`config.mk`:
```
export PLATFORM = sky130hd
export DESIGN_NAME = knn_majority_vote_classifier_unit
export DESIGN_NICKNAME = d
export VERILOG_FILES = /design/src/rtl/knnmv_pkg.sv /design/src/rtl/knnmv_sq_lane.sv /design/src/rtl/knnmv_topk.sv /design/src/rtl/knnmv_vote.sv /design/src/rtl/knn_majority_vote_classifier_unit.sv
export SDC_FILE = /design/constraint.sdc
export NUM_CORES = 2
export LEC_CHECK = 0
export ABC_CLOCK_PERIOD_IN_PS = 8600
export BUFFER_PORTS_ARGS = -buffer_cell sky130_fd_sc_hd__buf_2
export CAP_MARGIN = 10
export CORE_MARGIN = 2
export CORE_UTILIZATION = 59
export CTS_CLUSTER_DIAMETER = 200
export DETAILED_ROUTE_END_ITERATION = 10
export PLACE_DENSITY = 0.81
export SKIP_CTS_REPAIR_TIMING = 1
export SLEW_MARGIN = 10
export SYNTH_ARGS = -nofsm -noshare
export SYNTH_HDL_FRONTEND = slang
export SYNTH_HIERARCHICAL = 1
export SYNTH_SLANG_ARGS = --single-unit
```
`constraint.sdc`:
```
create_clock -name clk -period 8.6 [get_ports clk]
set_input_delay 1.72 -clock clk [delete_from_list [all_inputs] [get_ports clk]]
set_output_delay 1.72 -clock clk [all_outputs]
set_load 0.1 [all_outputs]
```
`src/rtl/knnmv_pkg.sv`:
```
// ----------------------------------------------------------------------------
// knnmv_pkg
// Shared widths, kind codes and interface types for the nearest-neighbor
// majority vote classifier.
// ----------------------------------------------------------------------------
package knnmv_pkg;

    localparam int FEAT_W      = 16;
    localparam int CLASS_W     = 4;
    localparam int DIST_W      = 34;
    localparam int KREG_W      = 5;
    localparam int VCNT_W      = 5;
    localparam int KIND_W      = 2;
    localparam int IN_FEATURES = 4;
    localparam int MAG_W       = FEAT_W + 1;

    localparam logic [KIND_W-1:0] KIND_QUERY  = 2'd0;
    localparam logic [KIND_W-1:0] KIND_SAMPLE = 2'd1;
    localparam logic [KIND_W-1:0] KIND_FINISH = 2'd2;

    localparam logic [KREG_W-1:0] K_RESET = 5'd3;

    typedef logic signed [FEAT_W-1:0] feat_t;
    typedef logic [CLASS_W-1:0]       class_t;
    typedef logic [DIST_W-1:0]        dist_t;

    // command to the neighbor list
    typedef struct packed {
        logic   clear;
        logic   insert;
        dist_t  key_dist;
        class_t cls;
    } topk_cmd_t;

    // outcome of one vote
    typedef struct packed {
        class_t              cls;
        logic [VCNT_W-1:0]   cnt;
        logic                empty;
    } vote_res_t;

endpackage

```
`src/rtl/knnmv_sq_lane.sv`:
```
// ----------------------------------------------------------------------------
// knnmv_sq_lane
// One feature lane: registered difference to the query, then registered
// square of its magnitude.
// ----------------------------------------------------------------------------
module knnmv_sq_lane (
    input  logic              clk,
    input  knnmv_pkg::feat_t  feat,
    input  knnmv_pkg::feat_t  query,
    output knnmv_pkg::dist_t  sq
);
    import knnmv_pkg::*;

    logic signed [MAG_W-1:0] diff_reg;
    logic [MAG_W-1:0]        mag;
    dist_t                   sq_reg;

    assign mag = diff_reg[MAG_W-1] ? MAG_W'(-diff_reg) : MAG_W'(diff_reg);

    always_ff @(posedge clk)
    begin
        diff_reg <= MAG_W'(signed'({feat[FEAT_W-1], feat}) - signed'({query[FEAT_W-1], query}));
        sq_reg   <= DIST_W'(mag) * DIST_W'(mag);
    end

    assign sq = sq_reg;

endmodule

```
`src/rtl/knnmv_topk.sv`:
```
// ----------------------------------------------------------------------------
// knnmv_topk
// Sorted list of the nearest neighbors. Every cell compares its own entry to
// the new key in parallel and either holds, takes the new key or takes the
// entry of the cell before it.
// ----------------------------------------------------------------------------
module knnmv_topk #(
    parameter  int K_MAX = 16,
    localparam int CNT_W = $clog2(K_MAX + 1)
) (
    input  logic                  clk,
    input  logic                  rst_n,
    input  knnmv_pkg::topk_cmd_t  cmd,
    output knnmv_pkg::class_t     list_cls [K_MAX],
    output logic [CNT_W-1:0]      held
);
    import knnmv_pkg::*;

    dist_t            dist_reg [K_MAX];
    class_t           cls_reg  [K_MAX];
    logic [CNT_W-1:0] held_reg;
    logic [CNT_W-1:0] held_next;
    logic [K_MAX-1:0] le;

    // an entry stays if held and not after the key by distance, then class
    always_comb
    begin
        for (int i = 0; i < K_MAX; i++)
        begin
            le[i] = (CNT_W'(i) < held_reg) &&
                    ((dist_reg[i] < cmd.key_dist) ||
                     ((dist_reg[i] == cmd.key_dist) && (cls_reg[i] <= cmd.cls)));
        end
    end

    genvar gi;
    generate
        for (gi = 0; gi < K_MAX; gi++)
        begin : g_cell
            if (gi == 0)
            begin : g_head
                always_ff @(posedge clk)
                begin
                    if (cmd.insert && !le[0])
                    begin
                        dist_reg[0] <= cmd.key_dist;
                        cls_reg[0]  <= cmd.cls;
                    end
                end
            end
            else
            begin : g_body
                always_ff @(posedge clk)
                begin
                    if (cmd.insert && !le[gi])
                    begin
                        if (le[gi-1])
                        begin
                            dist_reg[gi] <= cmd.key_dist;
                            cls_reg[gi]  <= cmd.cls;
                        end
                        else
                        begin
                            dist_reg[gi] <= dist_reg[gi-1];
                            cls_reg[gi]  <= cls_reg[gi-1];
                        end
                    end
                end
            end
            assign list_cls[gi] = cls_reg[gi];
        end
    endgenerate

    always_comb
    begin
        held_next = held_reg;
        if (cmd.clear)
        begin
            held_next = '0;
        end
        else if (cmd.insert && (held_reg != CNT_W'(K_MAX)))
        begin
            held_next = held_reg + CNT_W'(1);
        end
    end

    always_ff @(posedge clk or negedge rst_n)
    begin
        if (!rst_n)
        begin
            held_reg <= '0;
        end
        else
        begin
            held_reg <= held_next;
        end
    end

    assign held = held_reg;

endmodule

```
`src/rtl/knnmv_vote.sv`:
```
// ----------------------------------------------------------------------------
// knnmv_vote
// Majority vote over the first entries of the list. Count pass: each lane
// counts how often its own class passes by on a shifting copy of the
// classes. Pick pass: lane counts shift out one a cycle into a running best.
// ----------------------------------------------------------------------------
module knnmv_vote #(
    parameter  int K_MAX = 16,
    localparam int CNT_W = $clog2(K_MAX + 1)
) (
    input  logic                  clk,
    input  logic                  rst_n,
    input  logic                  start,
    input  logic [CNT_W-1:0]      vote_len,
    input  knnmv_pkg::class_t     list_cls [K_MAX],
    output logic                  done,
    output knnmv_pkg::vote_res_t  res
);
    import knnmv_pkg::*;

    localparam logic [1:0] PH_IDLE  = 2'd0;
    localparam logic [1:0] PH_COUNT = 2'd1;
    localparam logic [1:0] PH_PICK  = 2'd2;
    localparam logic [1:0] PH_DONE  = 2'd3;

    logic [1:0]       phase_reg, phase_next;
    class_t           vsh_reg  [K_MAX];
    class_t           vsh_next [K_MAX];
    logic [CNT_W-1:0] cnt_reg  [K_MAX];
    logic [CNT_W-1:0] cnt_next [K_MAX];
    logic [CNT_W-1:0] step_reg, step_next;
    logic [CNT_W-1:0] len_reg, len_next;
    class_t           best_cls_reg, best_cls_next;
    logic [CNT_W-1:0] best_cnt_reg, best_cnt_next;
    logic             empty_reg, empty_next;

    always_comb
    begin
        phase_next    = phase_reg;
        vsh_next      = vsh_reg;
        cnt_next      = cnt_reg;
        step_next     = step_reg;
        len_next      = len_reg;
        best_cls_next = best_cls_reg;
        best_cnt_next = best_cnt_reg;
        empty_next    = empty_reg;
        case (phase_reg)
            PH_IDLE:
            begin
                if (start)
                begin
                    best_cls_next = '0;
                    best_cnt_next = '0;
                    if (vote_len == '0)
                    begin
                        empty_next = 1'b1;
                        phase_next = PH_DONE;
                    end
                    else
                    begin
                        empty_next = 1'b0;
                        vsh_next   = list_cls;
                        for (int j = 0; j < K_MAX; j++)
                        begin
                            cnt_next[j] = '0;
                        end
                        step_next  = '0;
                        len_next   = vote_len;
                        phase_next = PH_COUNT;
                    end
                end
            end
            PH_COUNT:
            begin
                for (int j = 0; j < K_MAX; j++)
                begin
                    if ((CNT_W'(j) < len_reg) && (list_cls[j] == vsh_reg[0]))
                    begin
                        cnt_next[j] = cnt_reg[j] + CNT_W'(1);
                    end
                end
                // shift the class copy toward lane zero
                for (int j = 0; j < K_MAX - 1; j++)
                begin
                    vsh_next[j] = vsh_reg[j+1];
                end
                if (step_reg == len_reg - CNT_W'(1))
                begin
                    vsh_next   = list_cls;
                    step_next  = '0;
                    phase_next = PH_PICK;
                end
                else
                begin
                    step_next = step_reg + CNT_W'(1);
                end
            end
            PH_PICK:
            begin
                if ((cnt_reg[0] > best_cnt_reg) ||
                    ((cnt_reg[0] == best_cnt_reg) && (vsh_reg[0] < best_cls_reg)))
                begin
                    best_cnt_next = cnt_reg[0];
                    best_cls_next = vsh_reg[0];
                end
                for (int j = 0; j < K_MAX - 1; j++)
                begin
                    vsh_next[j] = vsh_reg[j+1];
                    cnt_next[j] = cnt_reg[j+1];
                end
                if (step_reg == len_reg - CNT_W'(1))
                begin
                    phase_next = PH_DONE;
                end
                else
                begin
                    step_next = step_reg + CNT_W'(1);
                end
            end
            PH_DONE:
            begin
                phase_next = PH_IDLE;
            end
            default:
            begin
                phase_next = PH_IDLE;
            end
        endcase
    end

    always_ff @(posedge clk or negedge rst_n)
    begin
        if (!rst_n)
        begin
            phase_reg <= PH_IDLE;
        end
        else
        begin
            phase_reg <= phase_next;
        end
    end

    always_ff @(posedge clk)
    begin
        vsh_reg      <= vsh_next;
        cnt_reg      <= cnt_next;
        step_reg     <= step_next;
        len_reg      <= len_next;
        best_cls_reg <= best_cls_next;
        best_cnt_reg <= best_cnt_next;
        empty_reg    <= empty_next;
    end

    assign done      = (phase_reg == PH_DONE);
    assign res.cls   = best_cls_reg;
    assign res.cnt   = VCNT_W'(best_cnt_reg);
    assign res.empty = empty_reg;

endmodule

```
`src/rtl/knn_majority_vote_classifier_unit.sv`:
```
// ----------------------------------------------------------------------------
// knn_majority_vote_classifier_unit
// Nearest-neighbor classifier: squared distance lanes, sorted neighbor list
// and a majority vote over the nearest entries.
// ----------------------------------------------------------------------------
//
//  channel | handshake          | payload
//  --------+--------------------+-----------------------------------------------
//  in      | in_valid/in_stall  | kind, feature_0..feature_3, sample_class
//  out     | out_valid/out_stall| predicted_class, vote_count, no_samples
//  cfg     | cfg_write          | cfg_data (k_neighbors)
//
//  One word in flight. A query or an unused kind is handled as it is taken;
//  a sample passes difference, square, lane sum and list insertion. A finish
//  runs the count and pick passes of the vote over m = min(k, held) entries.
//  Reset empties the list, zeroes the query and sets k to 3. A new word is
//  taken while a result waits on out_stall, up to the next finish.
//
module knn_majority_vote_classifier_unit #(
    parameter int FEATURES    = 4,
    parameter int K_MAX       = 16,
    parameter int NUM_CLASSES = 16
) (
    input  logic                               clk,
    input  logic                               rst_n,
    input  logic                               in_valid,
    output logic                               in_stall,
    input  logic [knnmv_pkg::KIND_W-1:0]       kind,
    input  knnmv_pkg::feat_t                   feature_0,
    input  knnmv_pkg::feat_t                   feature_1,
    input  knnmv_pkg::feat_t                   feature_2,
    input  knnmv_pkg::feat_t                   feature_3,
    input  knnmv_pkg::class_t                  sample_class,
    output logic                               out_valid,
    input  logic                               out_stall,
    output knnmv_pkg::class_t                  predicted_class,
    output logic [knnmv_pkg::VCNT_W-1:0]       vote_count,
    output logic                               no_samples,
    input  logic                               cfg_write,
    input  logic [knnmv_pkg::KREG_W-1:0]       cfg_data
);
    import knnmv_pkg::*;

    localparam int CNT_W = $clog2(K_MAX + 1);

    localparam logic [2:0] ST_IDLE = 3'd0;
    localparam logic [2:0] ST_DIFF = 3'd1;
    localparam logic [2:0] ST_SQR  = 3'd2;
    localparam logic [2:0] ST_SUM  = 3'd3;
    localparam logic [2:0] ST_INS  = 3'd4;
    localparam logic [2:0] ST_VOTE = 3'd5;
    localparam logic [2:0] ST_OUT  = 3'd6;

    logic [2:0]        state_reg, state_next;
    logic [KREG_W-1:0] k_reg;
    feat_t             in_feat   [IN_FEATURES];
    feat_t             query_reg [FEATURES];
    feat_t             feat_reg  [FEATURES];
    dist_t             lane_sq   [FEATURES];
    class_t            sample_cls_reg;
    logic [DIST_W:0]   acc;
    dist_t             sum_reg;
    logic              in_accept;
    logic              cls_ok;
    topk_cmd_t         topk_cmd;
    class_t            list_cls [K_MAX];
    logic [CNT_W-1:0]  held;
    logic [CNT_W-1:0]  k_eff;
    logic [CNT_W-1:0]  vote_len;
    logic              vote_start;
    logic              vote_done;
    vote_res_t         vote_res;
    logic              out_free;
    logic              out_valid_reg;
    vote_res_t         out_reg;

    assign in_feat[0] = feature_0;
    assign in_feat[1] = feature_1;
    assign in_feat[2] = feature_2;
    assign in_feat[3] = feature_3;

    assign in_stall  = (state_reg != ST_IDLE);
    assign in_accept = in_valid && !in_stall;
    assign cls_ok    = (int'(sample_class) < NUM_CLASSES);
    assign out_free  = !out_valid_reg || !out_stall;

    // configuration register
    always_ff @(posedge clk or negedge rst_n)
    begin
        if (!rst_n)
        begin
            k_reg <= K_RESET;
        end
        else if (cfg_write)
        begin
            k_reg <= cfg_data;
        end
    end

    // query point
    always_ff @(posedge clk or negedge rst_n)
    begin
        if (!rst_n)
        begin
            for (int i = 0; i < FEATURES; i++)
            begin
                query_reg[i] <= '0;
            end
        end
        else if (in_accept && (kind == KIND_QUERY))
        begin
            for (int i = 0; i < FEATURES; i++)
            begin
                query_reg[i] <= (i < IN_FEATURES) ? in_feat[i % IN_FEATURES] : '0;
            end
        end
    end

    // sample capture and lane sum
    always_ff @(posedge clk)
    begin
        if (in_accept)
        begin
            for (int i = 0; i < FEATURES; i++)
            begin
                feat_reg[i] <= (i < IN_FEATURES) ? in_feat[i % IN_FEATURES] : '0;
            end
            sample_cls_reg <= sample_class;
        end
        sum_reg <= acc[DIST_W-1:0];
    end

    genvar gi;
    generate
        for (gi = 0; gi < FEATURES; gi++)
        begin : g_lane
            knnmv_sq_lane u_lane (
                .clk   (clk),
                .feat  (feat_reg[gi]),
                .query (query_reg[gi]),
                .sq    (lane_sq[gi])
            );
        end
    endgenerate

    // merge the lanes, saturating at all ones
    always_comb
    begin
        acc = '0;
        for (int i = 0; i < FEATURES; i++)
        begin
            acc = acc + {1'b0, lane_sq[i]};
            if (acc[DIST_W])
            begin
                acc = {1'b0, {DIST_W{1'b1}}};
            end
        end
    end

    assign topk_cmd.clear    = in_accept && (kind == KIND_QUERY);
    assign topk_cmd.insert   = (state_reg == ST_INS);
    assign topk_cmd.key_dist = sum_reg;
    assign topk_cmd.cls      = sample_cls_reg;

    knnmv_topk #(
        .K_MAX (K_MAX)
    ) u_topk (
        .clk      (clk),
        .rst_n    (rst_n),
        .cmd      (topk_cmd),
        .list_cls (list_cls),
        .held     (held)
    );

    // clamp k to 1..K_MAX and to the number held
    always_comb
    begin
        if (k_reg == '0)
        begin
            k_eff = CNT_W'(1);
        end
        else if (int'(k_reg) > K_MAX)
        begin
            k_eff = CNT_W'(K_MAX);
        end
        else
        begin
            k_eff = CNT_W'(k_reg);
        end
        vote_len = (held < k_eff) ? held : k_eff;
    end

    assign vote_start = in_accept && (kind == KIND_FINISH);

    knnmv_vote #(
        .K_MAX (K_MAX)
    ) u_vote (
        .clk      (clk),
        .rst_n    (rst_n),
        .start    (vote_start),
        .vote_len (vote_len),
        .list_cls (list_cls),
        .done     (vote_done),
        .res      (vote_res)
    );

    always_comb
    begin
        state_next = state_reg;
        case (state_reg)
            ST_IDLE:
            begin
                if (in_accept)
                begin
                    case (kind)
                        KIND_SAMPLE: state_next = cls_ok ? ST_DIFF : ST_IDLE;
                        KIND_FINISH: state_next = ST_VOTE;
                        default:     state_next = ST_IDLE;
                    endcase
                end
            end
            ST_DIFF: state_next = ST_SQR;
            ST_SQR:  state_next = ST_SUM;
            ST_SUM:  state_next = ST_INS;
            ST_INS:  state_next = ST_IDLE;
            ST_VOTE: state_next = vote_done ? ST_OUT : ST_VOTE;
            ST_OUT:  state_next = out_free ? ST_IDLE : ST_OUT;
            default: state_next = ST_IDLE;
        endcase
    end

    always_ff @(posedge clk or negedge rst_n)
    begin
        if (!rst_n)
        begin
            state_reg     <= ST_IDLE;
            out_valid_reg <= 1'b0;
        end
        else
        begin
            state_reg <= state_next;
            if ((state_reg == ST_OUT) && out_free)
            begin
                out_valid_reg <= 1'b1;
            end
            else if (!out_stall)
            begin
                // drop the word once taken
                out_valid_reg <= 1'b0;
            end
        end
    end

    always_ff @(posedge clk)
    begin
        if ((state_reg == ST_OUT) && out_free)
        begin
            out_reg <= vote_res;
        end
    end

    assign out_valid       = out_valid_reg;
    assign predicted_class = out_reg.cls;
    assign vote_count      = out_reg.cnt;
    assign no_samples      = out_reg.empty;

endmodule
```
**After elaboration in Yosys (flattened, before gate mapping)**

Memories as Yosys holds them, arrays and structs flattened.
Cells that the tools add are included.

- Register bits: 496
- Memory bits (writable): 672
- Output and inout bits: 12
- Word-level logic and storage cells: 589
- Memories: 3

Memories:

| memory | depth | width | rd ports | clocked after Yosys merged registers in | wr ports | RTL line | RTL |
|---|---|---|---|---|---|---|---|
| u_topk.dist_reg | 16 | 34 | 16 | 0 | 16 | knnmv_topk.sv:19 | `dist_t dist_reg [K_MAX];` |
| feat_reg | 4 | 16 | 4 | 0 | 4 | knn_majority_vote_classifier_unit.sv:58 | `feat_t feat_reg [FEATURES];` |
| u_topk.cls_reg | 16 | 4 | 16 | 0 | 16 | knnmv_topk.sv:20 | `class_t cls_reg [K_MAX];` |

- $add $sub $neg: 30
- $mul: 4
- Order comparisons: 68
- Eq/ne operators: 70
- Muxes and demuxes: 184
- Bitwise operators: 31
- Reductions and logical operators: 140

Operators with widths:

| kind | number |
|---|---|
| $mux W34 | 17 |
| $eq A34 B34 Y1 | 16 |
| $lt A34 B34 Y1 | 16 |
| $pmux W75 S3 | 1 |
| $mux W64 | 3 |
| $pmux W60 S3 | 1 |
| $mux W80 | 2 |
| $mul A17 B17 Y34 | 4 |
| $mux W5 | 27 |
| $mux W1 | 97 |
| $add A5 B1 Y5 const B | 18 |
| $lt A4 B5 Y1 const A | 16 |
| $reduce_and A4 Y1 | 18 |
| $add A35 B34 Y35 | 2 |
| $logic_and A1 B1 Y1 | 70 |
| $mux W17 | 4 |
| $mux W4 | 17 |
| $neg A17 Y17 | 4 |
| $sub A16 B16 Y17 | 4 |
| $eq A4 B4 Y1 | 16 |
| $le A4 B4 Y1 | 16 |
| $ne A2 B1 Y1 const B | 21 |
| $lt A3 B5 Y1 const A | 8 |
| $add A34 B34 Y35 | 1 |
| 34 further kinds | 128 |

**Depth between registers and ports, before layout**

An unclocked memory read counts as a cell.

- Depth in word-level cells: 10
- Depth in mapped cells: 36
- Mapped depth without buffers: 33

**Cells and area by module**

Netlist, hierarchy kept.

Modules (own cells, without submodules):

| module | times used | cells an instance | area each (um2) |
|---|---|---|---|
| knnmv_topk | 1 | 3241 | 38956.1 |
| knnmv_sq_lane (g_lane[0].u_lane ...) | 2 | 1123 | 10126.0 |
| knn_majority_vote_classifier_unit | 1 | 1176 | 11930.2 |
| knnmv_vote | 1 | 927 | 10309.9 |
| knnmv_sq_lane (g_lane[2].u_lane) | 1 | 1150 | 10303.6 |
| knnmv_sq_lane (g_lane[3].u_lane) | 1 | 1123 | 10171.0 |

**Worst setup path before layout**

No wires, ideal clock.

- Path kind: flip-flop to flip-flop
- From: reg g_lane[0].u_lane.diff_reg[6]
- To: reg g_lane[0].u_lane.sq_reg[30]
- Setup time: 72 ps
- Arrival time: 7932 ps
- Data required time: 8528 ps
- Path slack: 596 ps
- Stages on the path, launching flop included: 28
- Buffers on the path: 2
- Period minus slack after synthesis: 8004 ps
- Cell sequence: dfxtp_1 -> or4_4 -> or3_4 -> or4_4 -> o41a_1 -> xnor2_2 -> inv_1 -> clkbuf_1 -> nand2_1 -> fa_1 -> inv_1 -> fa_1 -> fa_1 -> fa_1 -> fa_1 -> inv_1 -> fa_1 -> inv_1 -> ha_1 -> clkbuf_1 -> a21o_1 -> a21o_1 -> a21o_1 -> a221o_1 -> a21oi_1 -> a21bo_2 -> o31ai_1 -> xnor2_1

- Cells in the longest elaborated chain, start to end: 3

RTL lines:

| item | RTL line | RTL |
|---|---|---|
| from (decl) | knnmv_sq_lane.sv:14 | `logic signed [MAG_W-1:0] diff_reg;` |
| from (signal assigned) | knnmv_sq_lane.sv:22 | `diff_reg <= MAG_W'(signed'({feat[FEAT_W-1], feat}) - signed'({query[FEAT_W-1], query}));` |
| $neg A17 Y17 | knnmv_sq_lane.sv:18 | `assign mag = diff_reg[MAG_W-1] ? MAG_W'(-diff_reg) : MAG_W'(diff_reg);` |
| $mux W17 (*) | knnmv_sq_lane.sv:18 |  |
| $mul A17 B17 Y34 (*) | knnmv_sq_lane.sv:23 | `sq_reg <= DIST_W'(mag) * DIST_W'(mag);` |
| to (signal assigned) | knnmv_sq_lane.sv:23 |  |
| to (decl) | knnmv_sq_lane.sv:16 | `dist_t sq_reg;` |

Every way passes the cells marked *; elsewhere a longest branch is shown, timed or not.
A chain may end at the register's enable or synchronous reset.

**Final worst setup path**

- From: reg g_lane[1].u_lane.diff_reg[6]
- To: reg g_lane[1].u_lane.sq_reg[30]

- Cells in the longest elaborated chain, start to end: 3

RTL lines:

| item | RTL line |
|---|---|
| from (decl) | knnmv_sq_lane.sv:14 |
| from (signal assigned) | knnmv_sq_lane.sv:22 |
| $neg A17 Y17 | knnmv_sq_lane.sv:18 |
| $mux W17 (*) | knnmv_sq_lane.sv:18 |
| $mul A17 B17 Y34 (*) | knnmv_sq_lane.sv:23 |
| to (signal assigned) | knnmv_sq_lane.sv:23 |
| to (decl) | knnmv_sq_lane.sv:16 |

Marks and branches as above.

==> metrics.md <==
| Metric | Value |
|---|---|
| Clk root buf | clkbuf_16 |
| Vias per cell | slightly above 6 |
| Max FFs per register | about 540 |
| Final ANT Viol Nets | 0 |
| IO Count | 92 |
| Critical path data arrival time | around 9.0 ns |
| Largest net degree at the start of global routing | 112 |
| Gpl congestion | ~0.95 |
| Largest cells by area after synthesis | edfxtp_1, fa_1, ha_1, inv_1, mux2_2 |
| Layout cells sized above 1 | 10.9% |
| Yosys top cell by area | edfxtp_1 |
| Ys async rst share | slightly below 7% |
| Post-synthesis area per instance | slightly above 10 um2 |
| Residual DRC | 0 |
| MaxCap Viol Count | 0 |
| RSZ-0062 raised after global routing | no |
| Count of flip-flops with a built-in enable after synthesis | 850 |
| CP required | between 9 and 10 ns |
| CP bufs+invs | 3 |
| Period utilization | between 90% and 100% |
| Max stage delay on crit path | 0.56 ns |
| Drt initial violations | between 7000 and 8000 |
| FF-to-FF Start | g_lane[1].u_lane/diff_reg[6]$_DFF_P_ |
| Synth Flop Type | edfxtp_1 |
| Gate Count Post-Synth | between 9000 and 10000 |
| Least-Margin Pin Slew | roughly 1.4 ns |
| Full die area | between 150000 and 200000 um2 |
| Post-DP HPWL | between 200000 and 250000 um |
| Crit-path leading delay family | adder cells |
| Fin crit period | between 8 and 9 ns |
| Total gr overflow | 0 |
| Yosys warning total | 6 |
| Crit path depth | 25 |
| Critical path endpoint category | register |
| Peak fanout along the critical path | 7 |
| Reg2reg path depth | 25 |
| GRT Overall Usage | a little under a third |
| # port buffers | 91 |
| Die Span Y | 420 um |
| R2R setup slack | 0.31 ns |
| Yosys reg bits | between 1000 and 1500 |
| Vias in the first global route | between 70000 and 80000 |
| Most Frequent Cell on Critical Path | fa_1 |
| Placement row count | around 150 |
| Core box area | ~170000 um2 |
| Total CTS buffers | around 130 |
| Cell area after synthesis | 102000 um2 |
| Worst hold path type | register to register |
| Per-cell routed wire length | approximately 22 um |
| Longest Clk Path Bufs | 3 |
| Global-route wire length before repair | between 400000 and 500000 um |
| Slew headroom | under 10% |
| Clk_skew | just over 0.04 ns |
| Hold Vio Cnt, Final | 0 |
| Slowest CP cell | fa_1 |
| Clk slew on worst S/H paths | around 0.060 ns |
| H-tree depth | 4 |
| Fmax | 0.121 GHz |
| Worst hold endpoint | no_samples$_DFFE_PP_ |
| First-pass DRT Iterations | 7 |
| Initial antenna violation count | 4 |
| Die X | about 420 um |
| Worst skew pair latency | between 0.8 and 0.9 ns |
| DRT Wirelength | 272000 um |
| Outcome | finished clean |
| Startpoint Class | register |
| Slew Limit Fails | 0 |
| CTS tree | yes |
| Yosys cell types | 119 |
| Worst hold start | u_vote/empty_reg$_DFFE_PP_ |
| Seq/Total Area, Yosys | 31.6% |
| Cell depth of the worst min-delay path | 0 |
| Setup violators final | 0 |
| CP Class | register to register |
| Synth-to-layout area growth | 7.80% |
| Initial Utilization | roughly 59% |
| Synth top area share | about 25% |
| Setup TNS | 0 ns |
| Clk sink count | 1164 |
| Reg2reg end | g_lane[1].u_lane/sq[30]$_DFF_P_ |
| Vias | 76231 |
| Layout net count | between 10000 and 15000 |
==> synthesized netlist by cell type, drive strengths merged, types with 19 or more instances <==
cell	instances
nand2b	85
and4	23
a31oi	40
o211ai	25
a221oi	25
o21ai	442
and2	50
o21bai	34
ha	1237
clkbuf	251
a21o	161
dfrtp	78
nor3	64
xor2	176
a22oi	64
nand4	135
o31ai	35
a21boi	35
inv	1368
nor4	39
xnor2	282
mux2	461
nor2	413
dfxtp	234
and3	51
a211oi	72
a2111oi	19
fa	779
nor2b	182
o21a	51
buf	110
edfxtp	850
a21oi	513
a22o	64
a211o	20
a221o	74
nand2	769
nand3	340
==> area by class of cell <==
cell class,instances,area (um2)
multi-input combinational,7003,63400
fill,13163,61700
sequential,1164,32200
inverter,1379,5180
clock buffer,166,3610
tap,2310,2890
timing repair buffer,279,1870
clock inverter,74,696
antenna,4,10.0
==> through the flow <==
step | utilization [%] | instance area [um2] | hold WS, ns | setup slack, ns | instances
floorplan | - | 102000 | 0.344 | 0.596 | 9907
global placement | 61.5 | 106000 | 0.434 | 0.426 | 12135
detailed placement | 61.5 | 106000 | 0.442 | 0.310 | 12135
CTS | 64.0 | 110000 | 0.458 | 0.286 | 12375
global route | 64.0 | 110000 | 0.458 | 0.0313 | 12375
finish | 64.0 | 110000 | 0.442 | 0.310 | 12379
==> worst max path at each step <==
stage	start	to	slack [ns]
2_1_floorplan	g_lane[0].u_lane/diff_reg[6]$_DFF_P_	g_lane[0].u_lane/sq[30]$_DFF_P_	0.60
3_3_place_gp	g_lane[1].u_lane/diff_reg[6]$_DFF_P_	g_lane[1].u_lane/sq[30]$_DFF_P_	0.43
3_5_place_dp	g_lane[1].u_lane/diff_reg[6]$_DFF_P_	g_lane[1].u_lane/sq[30]$_DFF_P_	0.31
4_1_cts	g_lane[1].u_lane/diff_reg[6]$_DFF_P_	g_lane[1].u_lane/sq[30]$_DFF_P_	0.29
5_1_grt	g_lane[1].u_lane/diff_reg[6]$_DFF_P_	g_lane[1].u_lane/sq[30]$_DFF_P_	0.03
6_report	g_lane[1].u_lane/diff_reg[6]$_DFF_P_	g_lane[1].u_lane/sq[30]$_DFF_P_	0.31
==> layer usage <==
layer	routed length, um	share of wire, %	global-route usage (%)	up-vias
met1	103000	38	38.1	37365
met5	13	0.0048	0	-
met4	16300	6.0	16.6	2
met2	129000	47	51.5	3609
met3	24000	8.8	5.93	871
li1	-	-	-	34384
==> layout by cell type, fill, tap and decap left out, types with 22 or more instances in the layout <==
cell	count
inv_1	1358
ha_1	1234
edfxtp_1	850
fa_1	779
nand2_1	754
a21oi_1	508
mux2_2	436
o21ai_0	428
nor2_1	411
nand3_1	339
xnor2_1	277
dfxtp_1	234
buf_4	189
nor2b_1	180
xor2_1	171
a21o_1	161
nand4_1	135
clkbuf_16	135
buf_2	90
nand2b_1	84
dfrtp_1	78
a221o_1	74
a211oi_1	69
a22o_1	64
a22oi_1	63
nor3_1	62
conb_1	52
and3_1	51
o21a_1	51
and2_1	35
nor4_1	35
a31oi_1	34
o21bai_1	34
o31ai_1	32
clkinv_1	29
o211ai_1	23
and4_1	23
a221oi_1	22
==> kinds of logic after synthesis <==
kind of cell    share of synthesized area [%]
flops                                    31.6
mux                                      5.19
other cells                            0.0295
buf+inv                                  6.62
compound gates                           11.4
fa+ha+maj                                30.5
xor+xnor                                 4.02
simple gates                             10.6
Power is not shown: default switching activity piles up to over one toggle a cycle in this logic, so the estimate is an artifact.
